===== config.mk =====
export PLATFORM = sky130hd
export DESIGN_NAME = i8wmv_lane
export DESIGN_NICKNAME = d
export VERILOG_FILES = /design/src/hdl/i8wmv_pkg.sv /design/src/hdl/i8wmv_lane.sv
export SDC_FILE = /design/constraint.sdc
export NUM_CORES = 1
export LEC_CHECK = 0
export ABC_AREA = 1
export CAP_MARGIN = 10
export CORE_ASPECT_RATIO = 1.25
export CORE_UTILIZATION = 65
export CTS_CLUSTER_DIAMETER = 80
export DETAILED_ROUTE_END_ITERATION = 7
export DONT_BUFFER_PORTS = 1
export PLACE_DENSITY_LB_ADDON = 0.08
export SYNTH_ARGS = -nofsm -noshare
export SYNTH_HDL_FRONTEND = slang
export SYNTH_SLANG_ARGS = --single-unit

===== constraint.sdc =====
create_clock -name clk -period 8.65 [get_ports clk]
set_input_delay 0.4325 -clock clk [delete_from_list [all_inputs] [get_ports clk]]
set_output_delay 0.4325 -clock clk [all_outputs]
set_load 0.01 [all_outputs]

===== src/hdl/i8wmv_pkg.sv =====
`timescale 1ns / 1ps

package i8wmv_pkg;

	// lanes are fixed by the eight bytes of one weight beat
	localparam int LANES    = 8;
	localparam int LANE_SH  = 3;

	localparam int ACT_W    = 16;
	localparam int WGT_W    = 8;
	localparam int PROD_W   = ACT_W + WGT_W;
	localparam int SUM_W    = PROD_W + LANE_SH;
	localparam int ACC_W    = 40;
	localparam int SCALE_W  = 16;
	localparam int P_W      = ACC_W + SCALE_W;
	localparam int RND_SH   = 16;
	localparam int RND_W    = P_W + 1 - RND_SH;
	localparam int RES_W    = 32;
	localparam int ROW_W    = 16;
	localparam int IDX_W    = 12;

	localparam int VLEN_W   = 13;
	localparam int RCNT_W   = 17;
	localparam int CFG_IDX_W  = 1;
	localparam int CFG_DATA_W = 17;

	localparam logic [VLEN_W-1:0] VLEN_RST = VLEN_W'(4096);
	localparam logic [RCNT_W-1:0] RCNT_RST = RCNT_W'(16384);

	localparam int DEF_MAX_K    = 4096;
	localparam int DEF_MAX_ROWS = 65536;

	localparam logic [CFG_IDX_W-1:0] REG_VLEN = 1'b0;
	localparam logic [CFG_IDX_W-1:0] REG_RCNT = 1'b1;

	localparam logic KIND_ACT   = 1'b0;
	localparam logic KIND_CHUNK = 1'b1;

	typedef struct packed {
		logic                      kind;
		logic [IDX_W-1:0]          act_index;
		logic signed [ACT_W-1:0]   act_value;
		logic [LANES*WGT_W-1:0]    weight_chunk;
		logic signed [SCALE_W-1:0] row_scale;
	} item_t;

	typedef struct packed {
		logic signed [RES_W-1:0] row_result;
		logic [ROW_W-1:0]        row_index;
		logic                    last_row;
		logic                    saturated;
	} result_t;

	// per-beat bookkeeping that rides along with the lane data
	typedef struct packed {
		logic                      is_final;
		logic signed [SCALE_W-1:0] scale;
		logic [ROW_W-1:0]          row_index;
		logic                      last_row;
	} meta_t;

	// stage advance enables and the valid bits the merge stage needs
	typedef struct packed {
		logic en3;
		logic en4;
		logic en5;
		logic en_out;
		logic v3;
		logic v5;
	} adv_t;

endpackage


===== src/hdl/i8wmv_lane.sv =====
`timescale 1ns / 1ps

module i8wmv_lane (
	input  logic                                 clk,
	input  logic                                 en,
	input  logic                                 ok,
	input  logic signed [i8wmv_pkg::ACT_W-1:0]   act,
	input  logic signed [i8wmv_pkg::WGT_W-1:0]   weight,
	output logic signed [i8wmv_pkg::PROD_W-1:0]  prod_s2
);

	// drop lanes past the vector end, whatever the store holds there
	always_ff @(posedge clk) begin
		if (en) begin
			if (ok) begin
				prod_s2 <= act * weight;
			end else begin
				prod_s2 <= '0;
			end
		end
	end

endmodule


# Yosys cells after proc, flatten, opt, wreduce, memory -nomap -nowiden
# Cells that the tools add are included.
[word_totals]
regBits = 24
in_bits = 27
elab_cells = 2
output_inout_bits = 24
[classes]
mul = 1
[op_table]
columns = ["op", "n"]
rows = [
  ["multiplier 16 x 8 -> 24 bit", 1],
]

# Depth between registers and ports, before layout
[depth]
ltp_word = 1
depth_mapped = 25
mapped_depth_nobuf = 23

# Worst setup path after synthesis
# OpenSTA, ideal clock, no wires.
[synth_path]
kind = "input port to flip-flop"
start = "input weight[2] (netlist name)"
end = "register prod_s2[23] (netlist name), data pin"
path_slack_ns = 4.147
path_buffers = 2
path_stages = 18
setup_ns = 0.253
t_arrival_ns = 4.250
t_required_ns = 8.397
cell_sequence = "clkbuf_1 clkbuf_1 nand2_1 fa_1 inv_1 fa_1 inv_1 fa_1 inv_1 fa_1 ha_1 nand4_1 nor2_1 nand3_1 nand3_1 nand2_1 inv_1 nor2_1"
[synth_via]
elab_chain_len = 1
[synth_rtl]
columns = ["item", "line_no", "source"]
rows = [
  ["start: declaration", "i8wmv_lane.sv:8", "input logic signed [i8wmv_pkg::WGT_W-1:0] weight,"],
  ["multiplier 16 x 8 -> 24 bit", "i8wmv_lane.sv:16", "prod_s2 <= act * weight;"],
  ["end signal: assignment", "i8wmv_lane.sv:16", ""],
  ["end: declaration", "i8wmv_lane.sv:9", "output logic signed [i8wmv_pkg::PROD_W-1:0] prod_s2"],
]
# Every way passes these cells.
# A chain may end at the register's enable or synchronous reset.

# Final worst setup path
[layout_path]
start = "input weight[7] (netlist name)"
end = "register prod_s2[23] (netlist name), data pin"
# Same word-level chain as after synthesis.

==> results.py <==
metrics = {
    "final_layout": {
        "fillers": 801,
        "final_cell_count_no_fill": 902,
        "fin_nets": 958,
        "largest_reg_flops": 24,
        "top_register": "prod_s2",
        "ff_latch_area_um2": 721,
        "top_regs": "prod_s2: 24 flops",
        "drive_above_1_share": 0.0269,
        "area_delta_synth_final_pct": 1.61,
        "multi_input_area_um2": 4100,
        "diodes": 0,
    },
    "yosys": {
        "avgSynthCellArea_um2": 7.30,
        "ys_types": 29,
        "synth_top_family_by_area": "adder cells",
        "async_flop_share": 0,
        "synth_nets": 986,
        "synthCells": 811,
        "synth-seq-cells": 24,
        "synth-edff-count": 24,
        "synth_xor_area_frac": 0.00296,
        "syn_area_um2": 5920,
        "yosys_warnings": 0,
        "yosysSeqAreaShare": 0.122,
        "synth-simple-area-share": 0.205,
        "ys.flop_type": "edfxtp_1",
        "synthAdderAreaFrac": 0.444,
        "synth.area.mux_share": 0,
        "synth-compound-area-share": 0.0414,
    },
    "floorplan": {
        "dieArea_um2": 9490,
        "die_width_um": 87.3,
        "start_util": 0.676,
        "num_rows": 38,
        "fp.coreArea_um2": 8750,
        "die_y_um": 109,
        "ioPinCount": 51,
    },
    "flow_run": {
        "max_cap_violations": 0,
    },
    "placed_design": {
        "numPortBuffers": 0,
        "dp_hpwl_mm": 10.5,
        "place.gp.congestion": 0.884,
        "place_inst": 898,
    },
    "cts": {
        "cts_made_buffers": 3,
        "cts_hold_buf": 0,
        "clockRootBuffer": "clkbuf_8",
        "cts_resized": 0,
        "clkTransAtPathRegs_ns": 0.09,
        "cts_max_level": 1,
        "cts_tree": "yes",
        "clock-sinks": 24,
        "postCtsSetupBuffers": 0,
        "clockBufferDepth": 2,
    },
    "global_route": {
        "grt.overflow.total": 0,
        "antenna_found_initial": 0,
        "grtUsageTotal": 0.292,
        "grt_max_degree": 25,
        "grt_pass1_vias": 4861,
        "grt_first_pass_wirelength_mm": 21.5,
    },
    "drt": {
        "dr.pass1.iters": 5,
        "drtIter0Drc": 227,
        "totalWireLength_mm": 12.4,
        "viasPerCell": 5.12,
        "drc": 0,
        "ant_nets": 0,
        "num_vias": 4616,
        "routedWlPerCell_um": 13.7,
    },
    "setup_path": {
        "end_kind": "register",
        "worstPathMaxFanout": 17,
        "required_ns": 8.69,
        "critPathKind": "in2reg",
        "worst_setup_path_start_kind": "primary input",
        "crit_arrival_ns": 4.42,
    },
    "sta": {
        "whs_ns": 0.262,
        "timing.fmax_ghz": 0.228,
        "worst_pin_slew_ns": 0.596,
        "timing.final.crit_period_ns": 4.38,
        "maxSlewViolCount": 0,
        "period_share": 0.507,
        "relSlewSlack": 0.602,
        "rsz0062_at_grt": "false",
        "report.final.setup_viol": 0,
        "tns_ns": 0,
        "hold_viol_final": 0,
    },
    "worst_hold_path": {
        "hold_depth": 0,
        "hp-start": "en",
        "worstHoldPathType": "in2reg",
        "holdPathEnd": "prod_s2[1]",
    },
    "power": {
        "cellLeakagePower_nw": 3.75,
        "ir_drop_uv": 139,
        "totalPowerFinal_mw": 1.74,
        "pwr_density_cell_nw_per_um2": 289,
    },
    "outcome": {
        "status": "finished, final reports clean",
    },
}
worst max-delay path by stage:
| stage | startpoint | slack, ns | depth (start not counted) | end |
|---|---|---|---|---|
| final | weight[7] | 4.27 | 19 | prod_s2[23] |
| after global routing | weight[7] | 4.04 | 17 | prod_s2[20] |
| after CTS | weight[7] | 4.27 | 19 | prod_s2[23] |
| after detailed placement | weight[7] | 3.99 | 19 | prod_s2[23] |
| after global placement | weight[7] | 4.03 | 19 | prod_s2[23] |
| after floorplan | weight[2] | 4.15 | 18 | prod_s2[23] |
critical path, cell delays in order:
cell	delay (ns)
inv_1	0.23
or2_2	0.39
fa_1	0.47
fa_1	0.55
inv_1	0.05
fa_1	0.53
inv_1	0.06
fa_1	0.54
inv_1	0.04
ha_1	0.35
nand2_1	0.10
inv_2	0.09
nand2_1	0.07
nor2_2	0.17
nand3_1	0.10
nand3_1	0.11
nand2_1	0.05
inv_1	0.05
nor2_1	0.04
cell families (layout without fill, tap and decap cells):
kind of cell               after synthesis  after routing
buffers and inverters                  292            263
xor gates and xnor gates                 2              2
DFF                                     24             24
adders and majority gates              148            148
and+or+nand+nor                        301            301
AOI/OAI and AO/OA                       44             44
per-layer routing:
metal  global-route usage  part of all wire  vias up
met1                0.315              0.37     2223
met5                    0                 0        -
met3               0.0280             0.034       28
met4               0.0773             0.027        0
met2                0.593              0.57      122
li1                     -                 -     2243
layout by cell type, fill, tap and decap left out:
cell / n
nand2_2: 5
o21ai_0: 10
nand4_1: 4
edfxtp_1: 24
ha_1: 45
nand3_1: 18
fa_1: 103
o21ai_1: 1
or2_2: 3
bufinv_16: 1
nor2_2: 4
o21a_1: 2
o21bai_1: 3
a21oi_2: 2
and2_1: 1
xor2_1: 1
nand3b_1: 1
nor2_1: 51
clkbuf_8: 3
nand3_2: 2
a21oi_1: 24
a21o_1: 1
xnor2_1: 1
nand2_1: 212
inv_1: 258
inv_2: 1
a211oi_1: 1
area by class of cell:
| type | instances | area share |
|---|---|---|
| clock buffer | 3 | 0.00687 |
| sequential | 24 | 0.120 |
| tap | 120 | 0.0250 |
| multi-input combinational | 495 | 0.682 |
| inverter | 259 | 0.162 |
| clock inverter | 1 | 0.00499 |
Yosys cell counts, drive strengths merged (2+ instances only):
library cell	instances	share of area
inv	259	0.16
nand2	217	0.14
fa	103	0.35
nor2	55	0.037
ha	45	0.095
clkbuf	31	0.020
a21oi	26	0.023
edfxtp	24	0.12
nand3	20	0.019
o21ai	11	0.0093
nand4	4	0.0042
o21bai	3	0.0038
or2	3	0.0032
buf	2	0.0015
o21a	2	0.0025
power by group:
part,leakage (nW),internal [mW],switching (mW),total (mW)
Clock,0.0357,0.0620,0.0385,0.100
Combinational,3.48,0.504,0.883,1.39
Sequential,0.231,0.209,0.0435,0.252
metrics by stage:
stage | setup slack (ns) | util | cell area [um2]
after detailed placement | 3.99 | 0.679 | 5940
after floorplan | 4.15 | - | 5920
after global placement | 4.03 | 0.679 | 5940
after CTS | 4.27 | 0.687 | 6010
after global routing | 4.04 | 0.687 | 6010
final | 4.27 | 0.687 | 6010
Power figures use the tool's default switching activity.
