==> src/hdl/i8wmv_pkg.sv <==
`timescale 1ns / 1ps

package i8wmv_pkg;

	// lanes are fixed by the eight bytes of one weight beat
	localparam int LANES    = 8;
	localparam int LANE_SH  = 3;

	localparam int ACT_W    = 16;
	localparam int WGT_W    = 8;
	localparam int PROD_W   = ACT_W + WGT_W;
	localparam int SUM_W    = PROD_W + LANE_SH;
	localparam int ACC_W    = 40;
	localparam int SCALE_W  = 16;
	localparam int P_W      = ACC_W + SCALE_W;
	localparam int RND_SH   = 16;
	localparam int RND_W    = P_W + 1 - RND_SH;
	localparam int RES_W    = 32;
	localparam int ROW_W    = 16;
	localparam int IDX_W    = 12;

	localparam int VLEN_W   = 13;
	localparam int RCNT_W   = 17;
	localparam int CFG_IDX_W  = 1;
	localparam int CFG_DATA_W = 17;

	localparam logic [VLEN_W-1:0] VLEN_RST = VLEN_W'(4096);
	localparam logic [RCNT_W-1:0] RCNT_RST = RCNT_W'(16384);

	localparam int DEF_MAX_K    = 4096;
	localparam int DEF_MAX_ROWS = 65536;

	localparam logic [CFG_IDX_W-1:0] REG_VLEN = 1'b0;
	localparam logic [CFG_IDX_W-1:0] REG_RCNT = 1'b1;

	localparam logic KIND_ACT   = 1'b0;
	localparam logic KIND_CHUNK = 1'b1;

	typedef struct packed {
		logic                      kind;
		logic [IDX_W-1:0]          act_index;
		logic signed [ACT_W-1:0]   act_value;
		logic [LANES*WGT_W-1:0]    weight_chunk;
		logic signed [SCALE_W-1:0] row_scale;
	} item_t;

	typedef struct packed {
		logic signed [RES_W-1:0] row_result;
		logic [ROW_W-1:0]        row_index;
		logic                    last_row;
		logic                    saturated;
	} result_t;

	// per-beat bookkeeping that rides along with the lane data
	typedef struct packed {
		logic                      is_final;
		logic signed [SCALE_W-1:0] scale;
		logic [ROW_W-1:0]          row_index;
		logic                      last_row;
	} meta_t;

	// stage advance enables and the valid bits the merge stage needs
	typedef struct packed {
		logic en3;
		logic en4;
		logic en5;
		logic en_out;
		logic v3;
		logic v5;
	} adv_t;

endpackage

==> src/hdl/i8wmv_merge.sv <==
`timescale 1ns / 1ps

module i8wmv_merge (
	input  logic                                                  clk,
	input  logic                                                  arst_n,
	input  i8wmv_pkg::adv_t                                       adv,
	input  logic [i8wmv_pkg::LANES-1:0][i8wmv_pkg::PROD_W-1:0]    prod_s2,
	input  i8wmv_pkg::meta_t                                      meta_s2,
	output logic                                                  result_valid,
	output i8wmv_pkg::result_t                                    result
);

	logic signed [i8wmv_pkg::SUM_W-1:0]   sum;
	logic signed [i8wmv_pkg::SUM_W-1:0]   sum_s3;
	i8wmv_pkg::meta_t                     meta_s3;
	i8wmv_pkg::meta_t                     meta_s4;
	i8wmv_pkg::meta_t                     meta_s5;
	logic signed [i8wmv_pkg::ACC_W-1:0]   acc_q;
	logic signed [i8wmv_pkg::ACC_W-1:0]   acc_next;
	logic signed [i8wmv_pkg::ACC_W-1:0]   total_s4;
	logic signed [i8wmv_pkg::SCALE_W-1:0] scale_s4;
	logic signed [i8wmv_pkg::P_W-1:0]     p_s5;
	logic [i8wmv_pkg::P_W:0]              q;
	logic [i8wmv_pkg::RND_W-1:0]          r;
	logic                                 sat_hi;
	logic                                 sat_lo;
	logic                                 result_valid_q;

	always_comb begin
		sum = '0;
		for (int l = 0; l < i8wmv_pkg::LANES; l++) begin
			sum = sum + i8wmv_pkg::SUM_W'($signed(prod_s2[l]));
		end
	end

	assign acc_next = acc_q + i8wmv_pkg::ACC_W'(sum_s3);
	assign scale_s4 = meta_s4.scale;

	// add half an LSB, then floor by the arithmetic shift
	assign q = {p_s5[i8wmv_pkg::P_W-1], p_s5} + (i8wmv_pkg::P_W+1)'(32768);
	assign r = q[i8wmv_pkg::P_W:i8wmv_pkg::RND_SH];
	assign sat_hi = !r[i8wmv_pkg::RND_W-1] && (|r[i8wmv_pkg::RND_W-2:i8wmv_pkg::RES_W-1]);
	assign sat_lo = r[i8wmv_pkg::RND_W-1] && !(&r[i8wmv_pkg::RND_W-2:i8wmv_pkg::RES_W-1]);

	always_ff @(posedge clk or negedge arst_n) begin
		if (!arst_n) begin
			acc_q          <= '0;
			result_valid_q <= 1'b0;
		end else begin
			if (adv.en4 && adv.v3) begin
				acc_q <= meta_s3.is_final ? '0 : acc_next;
			end
			if (adv.en_out) begin
				result_valid_q <= adv.v5 && meta_s5.is_final;
			end
		end
	end

	always_ff @(posedge clk) begin
		if (adv.en3) begin
			sum_s3  <= sum;
			meta_s3 <= meta_s2;
		end
		if (adv.en4) begin
			total_s4 <= acc_next;
			meta_s4  <= meta_s3;
		end
		if (adv.en5) begin
			p_s5    <= total_s4 * scale_s4;
			meta_s5 <= meta_s4;
		end
		if (adv.en_out) begin
			priority if (sat_hi) begin
				result.row_result <= {1'b0, {(i8wmv_pkg::RES_W-1){1'b1}}};
			end else if (sat_lo) begin
				result.row_result <= {1'b1, {(i8wmv_pkg::RES_W-1){1'b0}}};
			end else begin
				result.row_result <= r[i8wmv_pkg::RES_W-1:0];
			end
			result.saturated <= sat_hi || sat_lo;
			result.row_index <= meta_s5.row_index;
			result.last_row  <= meta_s5.last_row;
		end
	end

	assign result_valid = result_valid_q;

endmodule

==> config.mk <==
export PLATFORM = sky130hd
export DESIGN_NAME = i8wmv_merge
export DESIGN_NICKNAME = d
export VERILOG_FILES = /design/src/hdl/i8wmv_pkg.sv /design/src/hdl/i8wmv_merge.sv
export SDC_FILE = /design/constraint.sdc
export NUM_CORES = 2
export LEC_CHECK = 0
export ABC_AREA = 1
export BUFFER_PORTS_ARGS = -buffer_cell sky130_fd_sc_hd__clkbuf_2
export CAP_MARGIN = 10
export CORE_MARGIN = 8
export CORE_UTILIZATION = 58
export CTS_CLUSTER_SIZE = 16
export DETAILED_ROUTE_END_ITERATION = 8
export PLACE_DENSITY_LB_ADDON = 0.1
export SKIP_LAST_GASP = 1
export SYNTH_ARGS = -nofsm -noshare
export SYNTH_HDL_FRONTEND = slang
export SYNTH_SLANG_ARGS = --single-unit
export TNS_END_PERCENT = 30
==> constraint.sdc <==
create_clock -name clk -period 17.5 [get_ports clk]
set_input_delay 3.5 -clock clk [delete_from_list [all_inputs] [get_ports clk]]
set_output_delay 3.5 -clock clk [all_outputs]
set_load 0.05 [all_outputs]
==> After elaboration in Yosys (flattened, before gate mapping) <==
Index checks and enable logic that the tools add are counted.
{ "totals": {"register_bits": 300, "inputBits": 234, "word_cells": 41} }
{ "classes": {"add_sub_neg": 9, "mul": 1, "n_mux": 2, "reduce_logical": 9} }
{ "ops": {"columns": ["cell", "n"], "rows": [
  ["adder 27 x 24 -> 27 bit", 4],
  ["adder 56 x 17 -> 57 bit, second input constant", 1],
  ["multiplier 40 x 16 -> 56 bit", 1],
  ["adder 40 x 27 -> 40 bit", 1],
  ["two-way mux 40 bit", 1],
  ["two-way mux 32 bit", 1],
  ["adder 26 x 24 -> 27 bit", 1],
  ["adder 25 x 24 -> 26 bit", 1],
  ["adder 24 x 24 -> 25 bit", 1],
  ["AND reduction 9 bit", 1],
  ["OR reduction 9 bit", 1],
  ["logical AND 1 bit", 4],
  ["logical NOT 1 bit", 2],
  ["logical OR 1 bit", 1]
]} }

==> Depth between registers and ports, before layout <==
{ "depth": {"ltp_word": 7, "ltp_mapped": 29, "mapped_depth_nobuf": 27} }

==> Worst setup path after synthesis <==
No wires, ideal clock.
{ "synth_path": {"path_type": "input to register", "start": "input port prod_s2[73] (netlist bit)", "end": "register sum_s3[20] (netlist bit), data pin", "setup_time_ps": 259, "arrival_time_ps": 7257, "path_slack_ps": 9984, "path_stages": 21, "path_cell_list": "inv_1 fa_1 inv_1 fa_1 inv_1 fa_1 fa_1 inv_1 ha_1 inv_1 fa_1 o21ai_0 nand3_1 nand2_1 nand2_1 nand2_1 nand2_1 nand2_1 nand2_1 nand2_1 xor2_1"} }
{ "synth_between": {"elab_chain_cells": 5} }
{ "synth_rtl": {"columns": ["element", "line", "source"], "rows": [
  ["from (decl)", "i8wmv_merge.sv:7", "input logic [i8wmv_pkg::LANES-1:0][i8wmv_pkg::PROD_W-1:0] prod_s2,"],
  ["adder 26 x 24 -> 27 bit", "i8wmv_merge.sv:32", "sum = sum + i8wmv_pkg::SUM_W'($signed(prod_s2[l]));"],
  ["adder 27 x 24 -> 27 bit (4 in series)", "i8wmv_merge.sv:32", null],
  ["via sum (one bit)", "i8wmv_merge.sv:13", "logic signed [i8wmv_pkg::SUM_W-1:0] sum;"],
  ["to (signal assigned)", "i8wmv_merge.sv:61", "sum_s3 <= sum;"],
  ["to (decl)", "i8wmv_merge.sv:14", "logic signed [i8wmv_pkg::SUM_W-1:0] sum_s3;"]
]} }
The timed path passes the listed nets, and every way through them passes these cells.
A chain may end at the register's enable or synchronous reset.

==> Worst setup path in the final report <==
Same ends and word-level chain as after synthesis.

==> out/qor.yml <==
setup_path:
  crit_path_end_kind: "flip-flop"
  worst_r2r_startpoint: "scale_s4[1]"
  r2r_slack_ns: 10.73
  cp_common_cell: "nand2_1"
  cp.required_ns: 17.79
  cp_max_fo: 4
  cp.arrival_ns: 7.97
  slowest_delay_ns: 0.61
  r2r_cells: 21
  startpoint: "prod_s2[73]"
  crit_chain: "clkbuf_2 > inv_1 > fa_1 > inv_1 > fa_1 > inv_1 > fa_1 > fa_1 > inv_1 > ha_1 > inv_1 > fa_1 > o21ai_0 > nand3_1 > nand2_1 > nand2_1 > nand2_1 > nand2_1 > nand2_1 > nand2_1 > nand2_1 > xor2_1"
  path_class: "input port to flip-flop"
  rr_endpoint: "p_s5[52]"
  cp-start-kind: "input port"
  crit_slowest_cell: "o21ai_0"
die:
  dieArea_um2: 80200
  die_y_um: 283
  num_io_pins: 285
  rows: 98
  core_um2: 71100
  initial_core_util: 0.582
  die_w_um: 283
synthesis:
  synth-async-reset-ratio: 0.144
  synthDominantCellAreaShare: 0.360
  ys_ff_latch: 285
  synth_area_leaders: "fa_1 36%, edfxtp_1 18%, inv_1 12%"
  netlist_area_um2: 41400
  yosys.area.top_type: "fa_1"
  syn-instance-count: 4962
  synth_enable_flop_cells: 244
  syn_nets: 6135
  avgSynthCellArea_um2: 8.34
  ys_seq_area_frac: 0.202
  yosysWarnings: 0
  ys.flop_type: "edfxtp_1"
  synth.distinct_cells: 45
status:
  run_status: "finished, final reports clean"
clock_network:
  clock_latency_ns: 0.56
  clockBufferDepth: 3
  path_clk_slew_ns: 0.06
  cts.sinks: 285
  numCtsBuffers: 34
  hold_buffers: 0
  cts-root-buf: "clkbuf_16"
  cts_tree: "done"
  h-tree-depth: 2
  cts_resized: 0
  postCtsSetupBuffers: 0
timing:
  relSlewSlack: 0.310
  finalSetupViolations: 0
  fin_skew_ns: 0.0257
  fin_crit_sh: 0.439
  final.min_clock_period_ns: 7.68
  finalHoldViolations: 0
  slew_violations: 0
  fin_setup_tns_ns: 0
  worstMarginPinSlew_ns: 1.03
  grt_setup_unrepaired: "no"
  maxClockFrequency_mhz: 130
min_path:
  hold_end: "meta_s4[4]"
  hold_depth: 0
  hold_path.startpoint: "meta_s3[4]"
  min_path_type: "flip-flop to flip-flop"
global_routing:
  antenna_found_initial: 0
  overflow: 0
  grt_max_degree: 62
  grt_pass1_vias: 34300
  grt_pass1_wl_um: 177000
  grt_usage: 0.276
placement:
  dp_hpwl_um: 87900
  gp_congestion: 0.984
  io_buffers: 284
  post_dp_cell_area_um2: 43600
final_layout:
  antennaDiodeCount: 0
  drive_gt1_frac: 0.0784
  syn_to_final_growth_pct: 8.14
  n_fill_cell: 6328
  nets: 6337
  stdcell_area_um2: 44800
drt:
  drcViolationCount: 0
  drt-initial-drc-count: 1931
  wl_um: 109000
  via_count: 31800
  firstDrtPassIters: 6
  wl_per_cell_um: 17.7
  antenna_left: 0
  vias_per_cell: 5.18
job:
  max_cap_viol_count: 0
cell families after synthesis:
| kind of cell | count (synthesis) | synth area share |
|---|---|---|
| compound gates | 304 | 0.0410 |
| xor+xnor | 108 | 0.0228 |
| fa+ha+maj | 939 | 0.419 |
| buf+inv | 1507 | 0.138 |
| flops | 285 | 0.202 |
| simple gates | 1819 | 0.177 |
area by class of cell:
class | count | area, um2 | share of cell area
clock inverter | 21 | 226 | 0.00506
sequential | 285 | 8350 | 0.187
multi-input combinational | 3170 | 27300 | 0.611
tap | 950 | 1190 | 0.0266
clock buffer | 41 | 918 | 0.0205
inverter | 1359 | 5100 | 0.114
timing repair buffer | 314 | 1650 | 0.0368
worst max-delay path, delay by kind of cell:
family                     cells  cell delay [ns]
xor gates and xnor gates       1             0.06
adders and majority gates      6             2.66
buffers and inverters          6             0.40
AOI/OAI and AO/OA              1             0.61
and+or+nand+nor                8             0.75
synth_stat cells, types with 2 or more instances:
library cell,number
nor4_1,8
ha_1,194
fa_1,745
buf_6,3
and2_1,19
nor3_1,20
a21o_1,12
inv_1,1357
nand3_1,132
o21bai_1,20
dfrtp_1,41
a21oi_1,143
buf_1,8
nor4b_1,3
edfxtp_1,244
nand4_1,30
a21boi_0,3
nand3_2,2
buf_8,2
nor2_4,3
a211oi_1,2
nand3b_1,8
nand2_2,15
clkbuf_1,134
or2_2,9
nor2_1,310
o21ai_0,93
o211ai_1,2
o21a_1,6
a22o_1,11
nand2_1,1250
xor2_1,73
nor2_2,5
xnor2_1,35
a31oi_1,10
worst max path at each step:
| stage | end |
|---|---|
| 2_1_floorplan | sum_s3[20] |
| 3_3_place_gp | sum_s3[20] |
| 3_5_place_dp | sum_s3[20] |
| 4_1_cts | sum_s3[20] |
| 5_1_grt | sum_s3[20] |
| 6_report | sum_s3[20] |
layer usage:
| layer | vias up | GRT usage | part of all wire |
|---|---|---|---|
| met4 | 0 | 0.101 | 0.039 |
| met2 | 1039 | 0.502 | 0.51 |
| met5 | - | 0 | 0 |
| met1 | 15600 | 0.331 | 0.39 |
| li1 | 14900 | - | - |
| met3 | 266 | 0.0381 | 0.055 |
state kept, by name, summed over array words and instances (netlist names), 18 cells and up:
register and flops:
p_s5 41, meta_s5 18, meta_s3 34, sum_s3 27
acc_q 40, meta_s4 18, total_s4 40, result 50
layout by cell type (no fill, tap or decap), types with 7 or more instances in the layout:
cell type	instances
clkinv_2	7
inv_1	1357
or2_2	9
nor4_1	8
o21bai_1	20
buf_4	31
ha_1	194
a21oi_1	143
a31oi_1	10
xor2_1	73
dfrtp_1	41
nand3_1	132
and2_1	19
fa_1	745
nand2_2	15
edfxtp_1	244
nor2_1	309
nand3b_1	8
o21ai_0	93
clkbuf_2	282
a21o_1	12
xnor2_1	35
clkbuf_16	35
a22o_1	11
nor3_1	20
nand4_1	30
nand2_1	1250
through the flow:
stage	worst slack [ns]	hold WS [ns]	utilization	cells
3_3_place_gp	9.38	0.400	0.613	6078
4_1_cts	9.87	0.413	0.629	6140
5_1_grt	9.54	0.423	0.629	6140
6_report	9.82	0.411	0.629	6140
3_5_place_dp	9.31	0.405	0.613	6078
2_1_floorplan	9.98	0.400	-	4962
Power is not shown: default switching activity piles up to over one toggle a cycle in this logic, so the estimate is an artifact.
